$ cat config.mk
export PLATFORM = sky130hd
export DESIGN_NAME = rie_alu
export DESIGN_NICKNAME = d
export VERILOG_FILES = /design/src/risc_integer_execute_unit_macros.svh /design/src/rie_pkg.sv /design/src/rie_alu.sv
export SDC_FILE = /design/constraint.sdc
export NUM_CORES = 1
export LEC_CHECK = 0
export ABC_AREA = 1
export BUFFER_PORTS_ARGS = -buffer_cell sky130_fd_sc_hd__buf_2
export CELL_PAD_IN_SITES_DETAIL_PLACEMENT = 0
export CELL_PAD_IN_SITES_GLOBAL_PLACEMENT = 1
export CORE_MARGIN = 8
export CORE_UTILIZATION = 37
export DETAILED_ROUTE_END_ITERATION = 16
export PLACE_DENSITY_LB_ADDON = 0.15
export SLEW_MARGIN = 10
export SYNTH_ARGS = -nofsm -noshare
export SYNTH_HDL_FRONTEND = slang
export SYNTH_SLANG_ARGS = --single-unit
$ cat constraint.sdc
create_clock -name vclk -period 6.8
set_clock_uncertainty 0.05 [all_clocks]
set_input_delay 1.36 -clock vclk [all_inputs]
set_output_delay 1.36 -clock vclk [all_outputs]
set_load 0.01 [all_outputs]
$ cat src/risc_integer_execute_unit_macros.svh
// Assertion helpers for the execute unit.
`ifndef RISC_INTEGER_EXECUTE_UNIT_MACROS_SVH
`define RISC_INTEGER_EXECUTE_UNIT_MACROS_SVH

// Same-cycle implication, disabled while reset is high.
`define RIE_ASSERT_IMPL(label, clk, rst, ante, cons, msg) \
  label: assert property (@(posedge clk) disable iff (rst) (ante) |-> (cons)) \
    else $error(msg);

// Next-cycle implication, disabled while reset is high.
`define RIE_ASSERT_NEXT(label, clk, rst, ante, cons, msg) \
  label: assert property (@(posedge clk) disable iff (rst) (ante) |=> (cons)) \
    else $error(msg);

`endif

$ cat src/rie_pkg.sv
package rie_pkg;

  localparam int DATA_DEPTH_DEFAULT = 1024;

  localparam int XLEN    = 32;
  localparam int REG_W   = 5;
  localparam int WADDR_W = 10;
  localparam int ADDR_W  = 30;

  localparam logic [1:0] MODE_EXEC      = 2'd0;
  localparam logic [1:0] MODE_LOAD_REG  = 2'd1;
  localparam logic [1:0] MODE_LOAD_WORD = 2'd2;

  localparam logic [5:0] OP_RTYPE = 6'b000000;
  localparam logic [5:0] OP_ADDI  = 6'b001000;
  localparam logic [5:0] OP_ADDIU = 6'b001001;
  localparam logic [5:0] OP_SLTI  = 6'b001010;
  localparam logic [5:0] OP_ANDI  = 6'b001100;
  localparam logic [5:0] OP_ORI   = 6'b001101;
  localparam logic [5:0] OP_XORI  = 6'b001110;
  localparam logic [5:0] OP_LW    = 6'b100011;

  localparam logic [5:0] FN_SLL  = 6'd0;
  localparam logic [5:0] FN_SRL  = 6'd2;
  localparam logic [5:0] FN_SRA  = 6'd3;
  localparam logic [5:0] FN_ADD  = 6'd32;
  localparam logic [5:0] FN_ADDU = 6'd33;
  localparam logic [5:0] FN_SUB  = 6'd34;
  localparam logic [5:0] FN_SUBU = 6'd35;
  localparam logic [5:0] FN_AND  = 6'd36;
  localparam logic [5:0] FN_OR   = 6'd37;
  localparam logic [5:0] FN_XOR  = 6'd38;
  localparam logic [5:0] FN_NOR  = 6'd39;
  localparam logic [5:0] FN_SLT  = 6'd42;

  typedef struct packed {
    logic [XLEN-1:0]   value;
    logic [REG_W-1:0]  dest;
    logic              wr;
    logic              ovf;
    logic              zero;
    logic              unsup;
    logic              lw;
    logic              st;
    logic [ADDR_W-1:0] addr;
  } exec_t;

endpackage

$ cat src/rie_alu.sv
module rie_alu (
  input  logic [1:0]                  mode,
  input  logic [rie_pkg::XLEN-1:0]    instruction,
  input  logic [rie_pkg::REG_W-1:0]   reg_index,
  input  logic [rie_pkg::WADDR_W-1:0] word_address,
  input  logic [rie_pkg::XLEN-1:0]    load_value,
  input  logic [rie_pkg::XLEN-1:0]    opa,
  input  logic [rie_pkg::XLEN-1:0]    opb,
  output rie_pkg::exec_t              res
);

  logic [5:0]                op;
  logic [5:0]                fn;
  logic [4:0]                sh;
  logic [rie_pkg::XLEN-1:0]  imm_z;
  logic [rie_pkg::XLEN-1:0]  imm_s;
  logic [rie_pkg::XLEN-1:0]  sum_rr;
  logic [rie_pkg::XLEN-1:0]  sum_ri;
  logic [rie_pkg::XLEN-1:0]  diff;
  logic [rie_pkg::XLEN-1:0]  alu;
  logic [rie_pkg::REG_W-1:0] dest;
  logic                      ovf;
  logic                      unsup;

  assign op     = instruction[31:26];
  assign fn     = instruction[5:0];
  assign sh     = instruction[10:6];
  assign imm_z  = {16'd0, instruction[15:0]};
  assign imm_s  = {{16{instruction[15]}}, instruction[15:0]};
  assign sum_rr = opa + opb;
  assign sum_ri = opa + imm_s;
  assign diff   = opa - opb;

  always_comb begin
    alu   = '0;
    ovf   = 1'b0;
    unsup = 1'b0;
    if (op == rie_pkg::OP_RTYPE) begin
      dest = instruction[15:11];
      case (fn)
        rie_pkg::FN_ADD: begin
          alu = sum_rr;
          ovf = ((opa[31] ^ sum_rr[31]) & (opb[31] ^ sum_rr[31]));
        end
        rie_pkg::FN_ADDU: alu = sum_rr;
        rie_pkg::FN_SUB: begin
          alu = diff;
          ovf = ((opa[31] ^ opb[31]) & (opa[31] ^ diff[31]));
        end
        rie_pkg::FN_SUBU: alu = diff;
        rie_pkg::FN_SLT:  alu = {31'd0, $signed(opa) < $signed(opb)};
        rie_pkg::FN_AND:  alu = opa & opb;
        rie_pkg::FN_OR:   alu = opa | opb;
        rie_pkg::FN_XOR:  alu = opa ^ opb;
        rie_pkg::FN_NOR:  alu = ~(opa | opb);
        rie_pkg::FN_SLL:  alu = opb << sh;
        rie_pkg::FN_SRL:  alu = opb >> sh;
        rie_pkg::FN_SRA:  alu = $signed(opb) >>> sh;
        default:          unsup = 1'b1;
      endcase
    end else begin
      dest = instruction[20:16];
      case (op)
        rie_pkg::OP_ADDI: begin
          alu = sum_ri;
          ovf = ((opa[31] ^ sum_ri[31]) & (imm_s[31] ^ sum_ri[31]));
        end
        rie_pkg::OP_ADDIU: alu = sum_ri;
        rie_pkg::OP_SLTI:  alu = {31'd0, $signed(opa) < $signed(imm_s)};
        rie_pkg::OP_ANDI:  alu = opa & imm_z;
        rie_pkg::OP_ORI:   alu = opa | imm_z;
        rie_pkg::OP_XORI:  alu = opa ^ imm_z;
        rie_pkg::OP_LW:    alu = sum_ri;
        default:           unsup = 1'b1;
      endcase
    end
  end

  always_comb begin
    res = '0;
    case (mode)
      rie_pkg::MODE_LOAD_REG: begin
        res.value = load_value;
        res.dest  = reg_index;
        res.wr    = (reg_index != '0);
      end
      rie_pkg::MODE_LOAD_WORD: begin
        res.value = load_value;
        res.st    = 1'b1;
        res.addr  = {{(rie_pkg::ADDR_W - rie_pkg::WADDR_W){1'b0}}, word_address};
      end
      rie_pkg::MODE_EXEC: begin
        if (unsup) begin
          res.unsup = 1'b1;
        end else begin
          res.value = alu;
          res.dest  = dest;
          res.wr    = (dest != '0);
          res.ovf   = ovf;
          res.zero  = (alu == '0);
          res.lw    = (op == rie_pkg::OP_LW);
          res.addr  = alu[31:2];
        end
      end
      default: res.unsup = 1'b1;
    endcase
  end

endmodule
Word level (Yosys, flattened, before mapping)
Cells that the tools add are included.
W data, S select, Z words.

word-level totals
  flip-flop bits (word level) = 0
  word-level logic and storage cells = 77

operators by class
  equality and inequality tests = 20
  $lt $le $gt $ge = 2
  shifts and indexed selects = 3
  multiplexer cells = 21
  $add $sub $neg = 3
  bitwise operators = 16
  reductions and logical operators = 12

operator list
  kind                  count
  $pmux W32 S10         1
  $pmux W32 S5          1
  $add A32 B32 Y32      2
  $pmux W32 S2          1
  $eq A6 B6 Y1 const B  10
  $pmux W30 S2          1
  $mux W40              1
  $eq A6 B4 Y1 const B  6
  $and A32 B16 Y32      1
  $and A32 B32 Y32      1
  $logic_not A32 Y1     1
  $lt A32 B16 Y1        1
  $lt A32 B32 Y1        1
  $mux W32              1
  $not A32 Y32          1
  $or A32 B16 Y32       1
  $or A32 B32 Y32       1
  $shl A32 B5 Y32       1
  $shr A32 B5 Y32       1
  $sshr A32 B5 Y32      1
  $sub A32 B32 Y32      1
  $xor A32 B16 Y32      1
  $xor A32 B32 Y32      1
  $mux W30              1
  17 further kinds      38

Longest topological paths before layout
  word-level depth = 7
  mapped depth = 24
  mapped depth without buffers = 23

Worst setup path before layout
OpenSTA, ideal clock, no wires.

  path type = input to output
  start = input instruction[9] (netlist bit)
  end = output res[33] (netlist bit)
  path buffers = 4
  stages = 21
  data arrival time = 3.765 ns
  required time = 5.390 ns
  path slack = 1.625 ns
  cells stage by stage = inv_1 -> buf_2 -> buf_2 -> buf_4 -> ha_1 -> buf_2 -> a21oi_1 -> o21ai_1 -> a21oi_1 -> nand2_1 -> nand2_1 -> nand2_1 -> nand2_1 -> nand3_1 -> nand3_1 -> o21ai_1 -> nor2_1 -> nand2_1 -> nor2_1 -> nand2_1 -> nor2_1

RTL lines
  item             RTL line      source
  start, declared  rie_alu.sv:3  input logic [rie_pkg::XLEN-1:0] instruction,
  end, declared    rie_alu.sv:9  output rie_pkg::exec_t res

==> results by group <==
Global route
  • Tot GR Track Use: 0.353
  • Met2 usage: 0.545
  • GRT overflow: 0
  • Initial antenna violation count: 2
  • M3 GR Usage: 0.0866
  • Largest net degree at the start of global routing: 71
  • Vias in the first global route: 19,500
  • First-pass GRT wire length: 128,000 um
  • M1 GR Usage: 0.460
  • GRT Max-Usage Layer: met2

Logic synthesis
  • Synth warn: 0
  • Syn Std Cell Area: 15,300 um^2
  • Sequential share of the synthesized area: 0
  • Cells after Synth: 3,037
  • Yosys top cell by area: nand2_1
  • Commonest cells in the netlist: nand2_1, nand3_1, inv_1, nor2_1, ha_1
  • Net Count, Synth: 3,367
  • Most common cell in the synthesized netlist: nand2_1
  • Post-synthesis average cell area: 5.04 um^2
  • Unique masters post-synth: 55
  • Top cells by area, synth: nand2_1, nand3_1, ha_1
  • Top cell type's share of synthesized area: 0.243

Worst setup path
  • Critical Path End: res[33]
  • Worst Path Max Fanout: 7
  • CP Data Arrival Time: 5020 ps
  • Setup crit start kind: primary input
  • Critical Path Sink Type: primary output
  • Crit Path Class: primary input to primary output
  • Worst Setup SP: opb[0]
  • WP data required: 5390 ps

Finish
  • Seq_cells: 0
  • Share of cells above drive strength 1: 0.111
  • # clk buffers: 0
  • Final net count: 3,504
  • Reg area: 0 um^2
  • Area delta synth->final: 9.08%
  • Final Instance Area: 16,700 um^2
  • Final Util: 0.409

Floorplanning
  • Die height: 219 um
  • Starting Density: 0.375
  • Row cnt: 74
  • DIE WIDTH: 219 um
  • Io pins: 218
  • Die Area: 48,100 um^2
  • Area of the core: 40,800 um^2

CTS
  • CTS Hold Buffers Added: 0
  • Post-CTS resize count: 0
  • Postcts setup bufs: 0

Placed design
  • Gp weighted congestion: 1.07
  • Port Buffers: 213
  • Area of placed instances: 16,700 um^2
  • Dpl hpwl: 76,600 um

STA
  • Fmax achieved: 155 MHz
  • RSZ-0062 raised after global routing: no
  • Worst Tran Pin Value: 1070 ps
  • Final hold slack: 2960 ps
  • Setup violations, final: 0
  • Rel. slew slack: 0.289
  • Count of final hold-check violations: 0
  • Setup TNS: 0 ps
  • Period minus WS final: 6430 ps
  • Fin. max-slew vios: 0
  • Final Cycle Share: 0.946

Drt
  • Drt via density: 5.83
  • Drt first pass iters: 9
  • Iter 0 DRT Violations: 2,551
  • Total Wirelength: 90,200 um
  • DR WL/cell: 24.3 um
  • DRC: 0
  • Via Count: 21,600
  • ANT nets after route: 0

Outcome
  • Outcome: finished, final reports clean

Job
  • Number of max-cap violations: 0

Hold path
  • WHS Path Cells: 4
  • Worst hold path type: primary input to primary output
logic make-up (layout without fill, tap and decap cells):
| logic type | Yosys count | after routing | share of synthesized area |
|---|---|---|---|
| simple gates | 1954 | 1954 | 0.561 |
| buf+inv | 484 | 619 | 0.135 |
| compound gates | 411 | 411 | 0.150 |
| fa+ha+maj | 185 | 185 | 0.153 |
| xor+xnor | 3 | 3 | 0.00172 |
| other cells | 0 | 3 | 0 |
cells in the final DEF (no fill, tap or decap), drive strengths merged, types with 4 or more instances in the layout:
| cell type | netlist | layout |
|---|---|---|
| a21o | 8 | 8 |
| o221ai | 4 | 4 |
| a21oi | 179 | 179 |
| nor4 | 7 | 7 |
| nand3b | 9 | 9 |
| nand3 | 481 | 481 |
| a22oi | 4 | 4 |
| buf | 94 | 254 |
| nor3 | 40 | 40 |
| inv | 362 | 361 |
| clkinv | 3 | 4 |
| ha | 182 | 182 |
| o21a | 7 | 7 |
| nand4 | 49 | 49 |
| nor2 | 324 | 324 |
| or2 | 10 | 10 |
| nand2 | 1025 | 1025 |
| a221oi | 4 | 4 |
| o21ai | 141 | 141 |
| and2 | 6 | 6 |
| o22ai | 13 | 13 |
| o21bai | 6 | 6 |
| o2111ai | 6 | 6 |
| o211ai | 25 | 25 |
worst min-delay path by stage:
stage	from	end	slack, ps
2_1_floorplan	word_address[0]	res[0]	2790
3_3_place_gp	word_address[2]	res[2]	2970
3_5_place_dp	word_address[3]	res[3]	2970
4_1_cts	word_address[3]	res[3]	2970
5_1_grt	word_address[8]	res[8]	2990
6_report	word_address[3]	res[3]	2960
metal layers:
metal  wire length, um  part of all wire
met3             10300              0.11
met1             37100              0.41
met5                 0                 0
met4              5060             0.056
met2             37800              0.42
worst max-delay path, cell delays in order:
cell     delay (ps)
buf_2           170
ha_1            270
fa_1            580
nand2_1         170
nand3_1         130
nand3_1         130
nand2_1         190
nand2_1         110
nand3_1          60
nand2_1         140
nand2_1         120
nor2_1          340
nand2_1         110
nand2_1          70
nand2_1         230
nor2_1          170
nand2_1          70
nor2_1           90
nand2_1          50
nor2_1          110
nand3_1          80
nor2_1           90
buf_2           160
through the flow:
stage	worst slack [ps]	cells
after floorplan	1630	3037
after global placement	566	3704
after detailed placement	575	3704
after CTS	562	3704
after global routing	282	3704
final	368	3707
final cells by class:
type / count / area, um^2
tap: 532 / 666
inverter: 365 / 1370
multi-input combinational: 2553 / 13200
fill: 4785 / 24100
antenna: 3 / 7.51
timing repair buffer: 254 / 1400
